**config.mk**
```make
export PLATFORM = sky130hd
export DESIGN_NAME = timed_blind_position_controller
export DESIGN_NICKNAME = d
export VERILOG_FILES = /design/src/tbpc_pkg.sv /design/src/tbpc_step.sv /design/src/timed_blind_position_controller.sv
export SDC_FILE = /design/constraint.sdc
export NUM_CORES = 1
export LEC_CHECK = 0
export BUFFER_PORTS_ARGS = -buffer_cell sky130_fd_sc_hd__buf_2
export CORE_MARGIN = 2
export CORE_UTILIZATION = 65
export CTS_CLUSTER_SIZE = 24
export DETAILED_ROUTE_END_ITERATION = 10
export PLACE_DENSITY = 0.85
export SLEW_MARGIN = 25
export SYNTH_ARGS = -nofsm -noshare
export SYNTH_HDL_FRONTEND = slang
export SYNTH_SLANG_ARGS = --single-unit
```
**constraint.sdc**
```tcl
create_clock -name clk -period 23.6 [get_ports clk]
set_input_delay 3.54 -clock clk [delete_from_list [all_inputs] [get_ports clk]]
set_output_delay 3.54 -clock clk [all_outputs]
set_load 0.01 [all_outputs]
```
**src/tbpc_pkg.sv**
```systemverilog
// Package for the timed blind position controller.
// Holds the state, configuration and motion types, command codes and the motion helper.
`timescale 1ns / 1ps

package tbpc_pkg;

  localparam int unsigned PeriodW = 16;
  localparam int unsigned PosW    = 7;
  localparam int unsigned AngW    = 8;
  localparam int unsigned FuncW   = 3;
  localparam int unsigned CfgIdxW = 2;

  localparam logic [PosW-1:0]        POS_MAX   = 7'd100;
  localparam logic [PosW-1:0]        POS_MIN   = 7'd0;
  localparam logic signed [AngW-1:0] ANGLE_MAX = 8'sd90;
  localparam logic signed [AngW-1:0] ANGLE_MIN = -8'sd90;

  localparam logic [PeriodW-1:0] PCT_PERIOD_RST = 16'd300;
  localparam logic [PeriodW-1:0] ANG_PERIOD_RST = 16'd10;

  typedef enum logic [1:0] {
    MOT_STOPPED = 2'd0,
    MOT_OPENING = 2'd1,
    MOT_CLOSING = 2'd2
  } motion_t;

  typedef enum logic [FuncW-1:0] {
    FN_TICK    = 3'd0,
    FN_OPEN    = 3'd1,
    FN_CLOSE   = 3'd2,
    FN_STOP    = 3'd3,
    FN_GOTO_PC = 3'd4,
    FN_GOTO_AN = 3'd5
  } func_t;

  typedef enum logic [CfgIdxW-1:0] {
    REG_PCT_PERIOD = 2'd0,
    REG_ANG_PERIOD = 2'd1,
    REG_ANG_ENABLE = 2'd2
  } cfg_reg_t;

  typedef struct packed {
    logic [PeriodW-1:0] pct_period;
    logic [PeriodW-1:0] ang_period;
    logic               ang_enable;
  } cfg_t;

  typedef struct packed {
    motion_t                motion;
    logic [PosW-1:0]        position;
    logic signed [AngW-1:0] angle;
    logic                   pos_goal_vld;
    logic [PosW-1:0]        pos_goal;
    logic                   ang_goal_vld;
    logic signed [AngW-1:0] ang_goal;
    logic                   ang_running;
    logic [PeriodW-1:0]     pct_presc;
    logic [PeriodW-1:0]     ang_presc;
  } blind_state_t;

  function automatic blind_state_t set_motion(blind_state_t s, motion_t m, logic ang_en);
    blind_state_t r;
    r              = s;
    r.pos_goal_vld = 1'b0;
    r.ang_goal_vld = 1'b0;
    r.motion       = m;
    r.pct_presc    = '0;
    r.ang_presc    = '0;
    r.ang_running  = (m != MOT_STOPPED) && ang_en;
    return r;
  endfunction

endpackage

```
**src/tbpc_step.sv**
```systemverilog
// Next-state logic of the blind controller for one command or tick.
// Depends on tbpc_pkg.
`timescale 1ns / 1ps

module tbpc_step import tbpc_pkg::*; (
  input  blind_state_t           cur,
  input  cfg_t                   cfg,
  input  logic [FuncW-1:0]       func,
  input  logic [PosW-1:0]        target_position,
  input  logic signed [AngW-1:0] target_slat_angle,
  output blind_state_t           nxt
);

  blind_state_t s;
  logic         pct_hit;
  logic         ang_hit;

  always_comb begin
    s       = cur;
    pct_hit = ({1'b0, cur.pct_presc} + 17'd1) >= {1'b0, cfg.pct_period};
    ang_hit = 1'b0;
    case (func_t'(func))
      FN_TICK: begin
        if (s.motion != MOT_STOPPED) begin
          if (pct_hit) begin
            s.pct_presc = '0;
            if (s.motion == MOT_CLOSING) begin
              if (s.position >= POS_MAX) begin
                s.position = POS_MAX;
                s = set_motion(s, MOT_STOPPED, cfg.ang_enable);
              end else begin
                s.position = PosW'(s.position + 7'd1);
              end
            end else begin
              if (s.position == POS_MIN) begin
                s = set_motion(s, MOT_STOPPED, cfg.ang_enable);
              end else begin
                s.position = PosW'(s.position - 7'd1);
              end
            end
            if (s.pos_goal_vld && (s.pos_goal == s.position)) begin
              s = set_motion(s, MOT_STOPPED, cfg.ang_enable);
            end
          end else begin
            s.pct_presc = PeriodW'(s.pct_presc + 16'd1);
          end
          if ((s.motion != MOT_STOPPED) && s.ang_running && cfg.ang_enable) begin
            ang_hit = ({1'b0, s.ang_presc} + 17'd1) >= {1'b0, cfg.ang_period};
            if (ang_hit) begin
              s.ang_presc = '0;
              if (s.motion == MOT_CLOSING) begin
                if (s.angle < ANGLE_MAX) begin
                  s.angle = AngW'(s.angle + 8'sd1);
                end else begin
                  s.angle       = ANGLE_MAX;
                  s.ang_running = 1'b0;
                end
              end else begin
                if (s.angle > ANGLE_MIN) begin
                  s.angle = AngW'(s.angle - 8'sd1);
                end else begin
                  s.angle       = ANGLE_MIN;
                  s.ang_running = 1'b0;
                end
              end
              if (s.ang_goal_vld && (s.ang_goal == s.angle)) begin
                s = set_motion(s, MOT_STOPPED, cfg.ang_enable);
              end
            end else begin
              s.ang_presc = PeriodW'(s.ang_presc + 16'd1);
            end
          end
        end
      end
      FN_OPEN:  s = set_motion(s, MOT_OPENING, cfg.ang_enable);
      FN_CLOSE: s = set_motion(s, MOT_CLOSING, cfg.ang_enable);
      FN_STOP:  s = set_motion(s, MOT_STOPPED, cfg.ang_enable);
      FN_GOTO_PC: begin
        if (target_position > s.position) begin
          s              = set_motion(s, MOT_CLOSING, cfg.ang_enable);
          s.pos_goal     = target_position;
          s.pos_goal_vld = 1'b1;
        end else if (target_position < s.position) begin
          s              = set_motion(s, MOT_OPENING, cfg.ang_enable);
          s.pos_goal     = target_position;
          s.pos_goal_vld = 1'b1;
        end
      end
      FN_GOTO_AN: begin
        if (cfg.ang_enable) begin
          if (target_slat_angle > s.angle) begin
            s              = set_motion(s, MOT_CLOSING, cfg.ang_enable);
            s.ang_goal     = target_slat_angle;
            s.ang_goal_vld = 1'b1;
          end else if (target_slat_angle < s.angle) begin
            s              = set_motion(s, MOT_OPENING, cfg.ang_enable);
            s.ang_goal     = target_slat_angle;
            s.ang_goal_vld = 1'b1;
          end
        end
      end
      default: ;
    endcase
    nxt = s;
  end

endmodule

```
**src/timed_blind_position_controller.sv**
```systemverilog
// Top level of the timed blind position controller: handshakes, config and state registers.
// Depends on tbpc_pkg and tbpc_step.
//
//   Channel | Direction | Handshake           | Payload
//   in_     | input     | in_valid / in_stall | func, target_position, target_slat_angle
//   out_    | output    | out_valid/out_stall | motion_state, position_percent, slat_angle,
//           |           |                     | open_relay, close_relay
//   cfg_    | input     | cfg_wr_en           | cfg_index, cfg_wdata
//
// One item per cycle sustained while the result is not stalled.
// The item passes an input register, then the step logic updates state and the result register.
// Synchronous active-low reset sets the state, config and valid flags, not the data registers.
// A stalled result holds; the input register still fills, and in_stall rises only when both
// the input and result registers are full.
`timescale 1ns / 1ps

module timed_blind_position_controller import tbpc_pkg::*; (
  input  logic                   clk,
  input  logic                   rst_n,
  input  logic                   in_valid,
  output logic                   in_stall,
  input  logic [FuncW-1:0]       in_func,
  input  logic [PosW-1:0]        in_target_position,
  input  logic signed [AngW-1:0] in_target_slat_angle,
  output logic                   out_valid,
  input  logic                   out_stall,
  output logic [1:0]             out_motion_state,
  output logic [PosW-1:0]        out_position_percent,
  output logic signed [AngW-1:0] out_slat_angle,
  output logic                   out_open_relay,
  output logic                   out_close_relay,
  input  logic                   cfg_wr_en,
  input  logic [CfgIdxW-1:0]     cfg_index,
  input  logic [PeriodW-1:0]     cfg_wdata
);

  cfg_t                   cfg_r;
  blind_state_t           st_r;
  blind_state_t           st_nxt;
  logic                   in_vld_r;
  logic [FuncW-1:0]       func_r;
  logic [PosW-1:0]        tpos_r;
  logic signed [AngW-1:0] tang_r;
  logic                   out_vld_r;
  motion_t                out_mot_r;
  logic [PosW-1:0]        out_pos_r;
  logic signed [AngW-1:0] out_ang_r;
  logic                   adv;
  logic                   in_xfer;

  assign adv      = !out_vld_r || !out_stall;
  assign in_stall = in_vld_r && !adv;
  assign in_xfer  = in_valid && !in_stall;

  tbpc_step u_step (
    .cur               (st_r),
    .cfg               (cfg_r),
    .func              (func_r),
    .target_position   (tpos_r),
    .target_slat_angle (tang_r),
    .nxt               (st_nxt)
  );

  always_ff @(posedge clk) begin
    if (!rst_n) begin
      cfg_r.pct_period <= PCT_PERIOD_RST;
      cfg_r.ang_period <= ANG_PERIOD_RST;
      cfg_r.ang_enable <= 1'b1;
    end else if (cfg_wr_en) begin
      case (cfg_reg_t'(cfg_index))
        REG_PCT_PERIOD: cfg_r.pct_period <= cfg_wdata;
        REG_ANG_PERIOD: cfg_r.ang_period <= cfg_wdata;
        REG_ANG_ENABLE: cfg_r.ang_enable <= cfg_wdata[0];
        default: ;
      endcase
    end
  end

  always_ff @(posedge clk) begin
    if (!rst_n) begin
      in_vld_r  <= 1'b0;
      out_vld_r <= 1'b0;
      st_r      <= '{motion: MOT_STOPPED, default: '0};
    end else begin
      if (in_xfer) begin
        in_vld_r <= 1'b1;
      end else if (adv) begin
        in_vld_r <= 1'b0;
      end
      if (adv) begin
        out_vld_r <= in_vld_r;
        if (in_vld_r) begin
          st_r <= st_nxt;
        end
      end
    end
  end

  always_ff @(posedge clk) begin
    if (in_xfer) begin
      func_r <= in_func;
      tpos_r <= in_target_position;
      tang_r <= in_target_slat_angle;
    end
    if (adv && in_vld_r) begin
      out_mot_r <= st_nxt.motion;
      out_pos_r <= st_nxt.position;
      out_ang_r <= st_nxt.angle;
    end
  end

  assign out_valid            = out_vld_r;
  assign out_motion_state     = out_mot_r;
  assign out_position_percent = out_pos_r;
  assign out_slat_angle       = out_ang_r;
  assign out_open_relay       = (out_mot_r == MOT_OPENING);
  assign out_close_relay      = (out_mot_r == MOT_CLOSING);

  a_pos_range: assert property (@(posedge clk) disable iff (!rst_n)
    st_r.position <= POS_MAX)
    else $error("position beyond travel limit");

  a_ang_range: assert property (@(posedge clk) disable iff (!rst_n)
    (st_r.angle <= ANGLE_MAX) && (st_r.angle >= ANGLE_MIN))
    else $error("slat angle beyond limit");

  a_stop_no_angle: assert property (@(posedge clk) disable iff (!rst_n)
    (st_r.motion == MOT_STOPPED) |-> !st_r.ang_running)
    else $error("angle stepping while stopped");

  a_state_hold: assert property (@(posedge clk) disable iff (!rst_n)
    !(in_vld_r && adv) |=> $stable(st_r))
    else $error("state changed without a transfer");

  a_result_matches: assert property (@(posedge clk) disable iff (!rst_n)
    (in_vld_r && adv) |=> (out_valid && out_mot_r == st_r.motion
                           && out_pos_r == st_r.position && out_ang_r == st_r.angle))
    else $error("result differs from state");

endmodule
```
======== Word level (Yosys, flattened, before mapping) ========
Cells that the tools add are included.
storage, ports and cells
  register bits after elaboration ......... 137
  input port bits ......................... 41
  output and inout port bits .............. 21
  word-level logic and storage cells ...... 129
cells by class
  add/subtract/negate cells ............... 8
  order comparisons ....................... 9
  eq/ne operators ......................... 17
  multiplexer cells ....................... 41
  bitwise gates (word level) .............. 5
  reduce and logical (&&, ||, !) cells .... 28
operators with widths
  kind                                              count
  2-to-1 mux 67 bit                                 13
  case mux 67 bit (6 select lines)                  1
  2-to-1 mux 35 bit                                 3
  2-to-1 mux 50 bit                                 2
  2-to-1 mux 16 bit                                 5
  2-to-1 mux 8 bit                                  7
  2-to-1 mux 51 bit                                 1
  adder 16 x 1 -> 17 bit, second input constant     2
  >= comparator 17 x 16 -> 1 bit                    2
  adder 16 x 1 -> 16 bit, second input constant     2
  2-to-1 mux 7 bit                                  2
  AND reduction 10 bit                              1
  nonzero test 2 bit                                5
  AND reduction 9 bit                               1
  adder 8 x 2 -> 8 bit, second input constant       1
  == test 2 bit, second input constant              4
  == test 8 bit                                     1
  > comparator 8 bit                                1
  > comparator 8 bit, second input constant         1
  < comparator 8 bit                                1
  < comparator 8 bit, second input constant         1
  AND reduction 2 bit                               4
  subtractor 8 x 2 -> 8 bit, second input constant  1
  adder 7 x 1 -> 7 bit, second input constant       1
  23 further kinds                                  45

======== Logic depth before layout (Yosys ltp) ========
  depth after elaboration ................. 26
  depth in mapped cells ................... 37

======== Hierarchy ========
Synthesis repeated with hierarchy kept, for this count alone.
unflattened totals
  cell total of the unflattened synthesis .. 1182
  area total of the unflattened synthesis .. 9590.4 µm²
by module, submodules not included
  module                           instances  cells an instance  area each (µm²)  sequential area each (µm²)
  timed_blind_position_controller  1          470                5116.2           3093.0
  tbpc_step                        1          712                4474.3           0.0

======== Least setup slack after synthesis ========
No wires, ideal clock.
  kind .................................... reg-to-reg
  from .................................... reg st_r[16] (netlist name)
  to ...................................... reg st_r[18] (netlist name)
  arrival ................................. 7.642 ns
  required time ........................... 23.468 ns
  path slack .............................. 15.826 ns
  stages on the path, launching flop included .. 37
  path buffers ............................ 3
  cells stage by stage .................... dfxtp_1 -> ha_1 -> nand2_1 -> nor2_1 -> nand3_1 -> nor2_1 -> xnor2_1 -> inv_1 -> ha_1 -> nand2_1 -> or3_1 -> a21oi_1 -> and3_1 -> clkbuf_1 -> o21ai_1 -> or3_1 -> buf_2 -> and3_1 -> ha_1 -> and3_1 -> and3_1 -> nand3_1 -> nor3_1 -> or2_2 -> nand2_1 -> ha_1 -> o21a_1 -> o21a_1 -> a21o_1 -> a31oi_1 -> o311ai_0 -> nand2_1 -> or4_1 -> or4_1 -> buf_4 -> o211ai_4 -> o22ai_2
between the ends
  cells in the longest elaborated chain, start to end .. 19
  elaborated cells between the ends (all ways) .. 34
  classes of those cells .................. 5 x add/sub; 4 x order compare; 2 x eq/ne; 19 x mux; 4 x reduce/logical
RTL lines
  element                                            line                                   text
  from (decl)                                        timed_blind_position_controller.sv:38  blind_state_t st_r;
  from (signal assigned)                             timed_blind_position_controller.sv:93  st_r <= st_nxt;
  adder 16 x 1 -> 17 bit                             tbpc_step.sv:20                        pct_hit = ({1'b0, cur.pct_presc} + 17'd1) >= {1'b0, cfg.pct_period};
  >= comparator 17 x 16 -> 1 bit                     tbpc_step.sv:20
  2-to-1 mux 35 bit                                  tbpc_step.sv:25                        if (pct_hit) begin
  2-to-1 mux 35 bit                                  tbpc_step.sv:24                        if (s.motion != MOT_STOPPED) begin
  2-to-1 mux 35 bit                                  tbpc_step.sv:22                        case (func_t'(func))
  subtractor 8 x 2 -> 8 bit (tied with other cells)  tbpc_step.sv:60                        s.angle = AngW'(s.angle - 8'sd1);
  2-to-1 mux 8 bit, on equally long branches         tbpc_step.sv:59, tbpc_step.sv:52
  2-to-1 mux 8 bit                                   tbpc_step.sv:51                        if (s.motion == MOT_CLOSING) begin
  [3 not listed]                                     --
  2-to-1 mux 8 bit                                   tbpc_step.sv:22
  == test 8 bit                                      tbpc_step.sv:66                        if (s.ang_goal_vld && (s.ang_goal == s.angle)) begin
  logical AND 1 bit                                  tbpc_step.sv:66
  2-to-1 mux 67 bit                                  tbpc_step.sv:66
  2-to-1 mux 51 bit                                  tbpc_step.sv:49                        if (ang_hit) begin
  2-to-1 mux 67 bit (*)                              tbpc_step.sv:47                        if ((s.motion != MOT_STOPPED) && s.ang_running && cfg.ang_enable) begin
  2-to-1 mux 67 bit (*)                              tbpc_step.sv:24
  case mux 67 bit (6 select lines) (*)               tbpc_step.sv:22
Every way passes the cells marked *; elsewhere a longest branch is shown, timed or not. The select of a mux whose other input is x is not followed.
A chain may end at the register's enable or synchronous reset.

======== Worst setup path after layout ========
Same ends and word-level chain as after synthesis.

==> results.sh <==
export IMPL_cp_end_kind="flop"
export IMPL_crit_type="reg -> reg"
export IMPL_insertedDiodeCount=0
export IMPL_startpoint="st_r[16]"
export IMPL_coreArea_um2=13300
export IMPL_die_x_um=121
export IMPL_routed_via_density=6.40
export IMPL_synth_largest_area_cell="dfxtp_1"
export IMPL_yosysWarnings=0
export IMPL_cts_hold_buf=0
export IMPL_grt_pass1_vias=7899
export IMPL_die_y_um=121
export IMPL_ys_seq_area_share_pct=34.6
export IMPL_status="finished clean"
export IMPL_fin_hold_ws_ns=0.453
export IMPL_setup_viol=0
export IMPL_synth_net_count=1229
export IMPL_wl_per_cell_um=17.7
export IMPL_final_common_cell="nand2_1"
export IMPL_hold_path_cell_count=2
export IMPL_synth_enable_flop_cells=35
export IMPL_tightest_slew_ns=0.939
export IMPL_cp_required_ns=23.91
export IMPL_maxCapViolCount=0
export IMPL_synth_area_leaders="dfxtp_1, edfxtp_1, ha_1"
export IMPL_fin_area_um2=9890
export IMPL_ioPinCount=62
export IMPL_hpwl_um=17000
export IMPL_grt_max_degree=52
export IMPL_synth_top_area_share_pct=22.8
export IMPL_dr_total_vias=8651
export IMPL_rsz0062_at_grt="false"
export IMPL_finalHoldViolations=0
export IMPL_place_area_um2=9290
export IMPL_synthCells=1134
export IMPL_regArea_um2=3090
export IMPL_powerDensity_nw_per_um2=58.8
export IMPL_grt_antenna_before_repair=0
export IMPL_slowest_delay_ns=0.87
export IMPL_post_cts_buffers=0
export IMPL_crit_top_cell="ha_1"
export IMPL_cp_slowest_cell="or4_1"
export IMPL_worstReg2RegStart="st_r[16]"
export IMPL_final_period_utilization_pct=39.9
export IMPL_initial_utilization_pct=67.0
export IMPL_ys_flop_type="dfxtp_1"
export IMPL_route_detailed_drc=0
export IMPL_cts_tree="built"
export IMPL_track_usage_pct=33.4
export IMPL_tns_ns=0
export IMPL_skew_ns=0.0152
export IMPL_worst_path_max_fanout=19
export IMPL_dieArea_um2=14700
export IMPL_final_util_pct=74.1
export IMPL_drtIter0Drc=1070
export IMPL_power_leakage_nw=3.95
export IMPL_cp_arrival_ns=9.72
export IMPL_place_gp_congestion=0.953
export IMPL_min_path_type="reg -> reg"
export IMPL_syn_cell_area_um2=8940
export IMPL_cp_start_kind="flop"
export IMPL_fmaxAchievable_ghz=0.106
export IMPL_row_count=42
export IMPL_syn_to_final_growth_pct=10.7
export IMPL_hp_start="cfg_r[13]"
export IMPL_grt_pass1_wl_um=38900
export IMPL_drive_above_1_share_pct=11.7
export IMPL_fin_nets=1257
export IMPL_port_buffers=61
export IMPL_multi_input_area_um2=5380
export IMPL_clockRootBuffer="clkbuf_16"
export IMPL_period_minus_slack_ns=9.42
export IMPL_synth_seq_cells=137
export IMPL_r2r_cells=33
export IMPL_cts_max_level=4
export IMPL_gr_total_overflow=0
export IMPL_ctsResizeCount=0
export IMPL_drt_pass1_iterations=5
export IMPL_clk_insertion_delay_late_ns=0.44
export IMPL_drt_total_wl_um=24000
export IMPL_clock_sinks=137
export IMPL_clk_pin_slew_ns=0.06
export IMPL_slew_violations=0
export IMPL_fill_cells=1016
export IMPL_max_slew_margin_pct=36.6
export IMPL_vdd_drop_max_mv=0.0569
export IMPL_cts_buffers=17
export IMPL_most_common_layout_cells="nand2_1, dfxtp_1, a21oi_1"
export IMPL_ys_types=74
export IMPL_antenna_left=0
export IMPL_synthArstFlopShare_pct=0
export IMPL_avgSynthCellArea_um2=7.88
export IMPL_clockBufferDepth=2
path summary, 6_finish.rpt:
kind | to | slack, ns
setup / recovery | st_r[18] | 14.18
hold / removal | cfg_r[13] | 0.45
setup reg to reg | st_r[18] | 14.18
hold reg to reg | cfg_r[13] | 0.45
where the power goes:
group,internal [mW],switching [mW],leakage [nW],total (mW)
logic,0.0210,0.0376,2.49,0.0586
clock network,0.156,0.113,0.292,0.270
registers,0.247,0.00571,1.17,0.253
total,0.425,0.156,3.95,0.581
final cells by class:
class / count / share of cell area [%]
Clock buffer: 19 / 4.69
Clock inverter: 13 / 1.26
Inverter: 64 / 2.43
Multi-Input combinational cell: 872 / 54.4
Sequential cell: 137 / 31.3
Tap cell: 176 / 2.23
Timing Repair Buffer: 70 / 3.77
worst max-delay path: cells and delay by family, from the launching register on:
kind / cells / cell delay [ns]
and+or+nand+nor: 16 / 4.38
buffers and inverters: 1 / 0.08
AOI/OAI and AO/OA: 11 / 3.02
adders and majority gates: 4 / 1.18
DFF: 1 / 0.42
xor gates and xnor gates: 1 / 0.19
synth_stat cells, types with 13 or more instances:
cell type and n:
o211ai_1 17, nor3_1 26, a21oi_1 101, clkbuf_1 47
o21ai_0 48, nand2_1 176, nand3_1 49, inv_1 61
and3_1 18, nor2_1 84, xor2_1 18, nor2b_1 16
a31oi_1 14, nand4_1 14, or3_1 13, o2111ai_1 13
ha_1 54, a211oi_1 14, edfxtp_1 35, xnor2_1 25
dfxtp_1 102
sequential cells by signal (all words and copies together) (netlist names):
register	flops
st_r	67
out_position_percent	7
out_slat_angle	8
tpos_r	7
out_valid	1
in_vld_r	1
tang_r	8
out_motion_state	2
func_r	3
cfg_r	33
routing by layer:
| layer | vias up | wire [um] | GRT usage, % |
|---|---|---|---|
| met5 | - | 0 | 0 |
| met3 | 51 | 2330 | 8.51 |
| li1 | 4130 | - | - |
| met1 | 3997 | 10200 | 45.4 |
| met4 | 0 | 523 | 12.9 |
| met2 | 473 | 10900 | 51.2 |
metrics by stage:
stage | total power [mW] | setup slack, ns | std cells
floorplan | 0.296 | 15.83 | 1134
global placement | 0.314 | 14.71 | 1319
detailed placement | 0.314 | 14.37 | 1319
CTS | 0.583 | 14.31 | 1351
global route | 0.600 | 13.28 | 1351
finish | 0.581 | 14.18 | 1351
cells by family (layout without fill, tap and decap cells):
kind of cell	Yosys count	after routing	share of synthesized area, %
fa+ha+maj	54	54	7.56
buf+inv	125	166	5.59
simple gates	458	458	24.5
compound gates	307	307	22.4
mux	10	10	1.12
flops	137	137	34.6
xor+xnor	43	43	4.21
No activity file was read; power rests on OpenSTA's default activity.
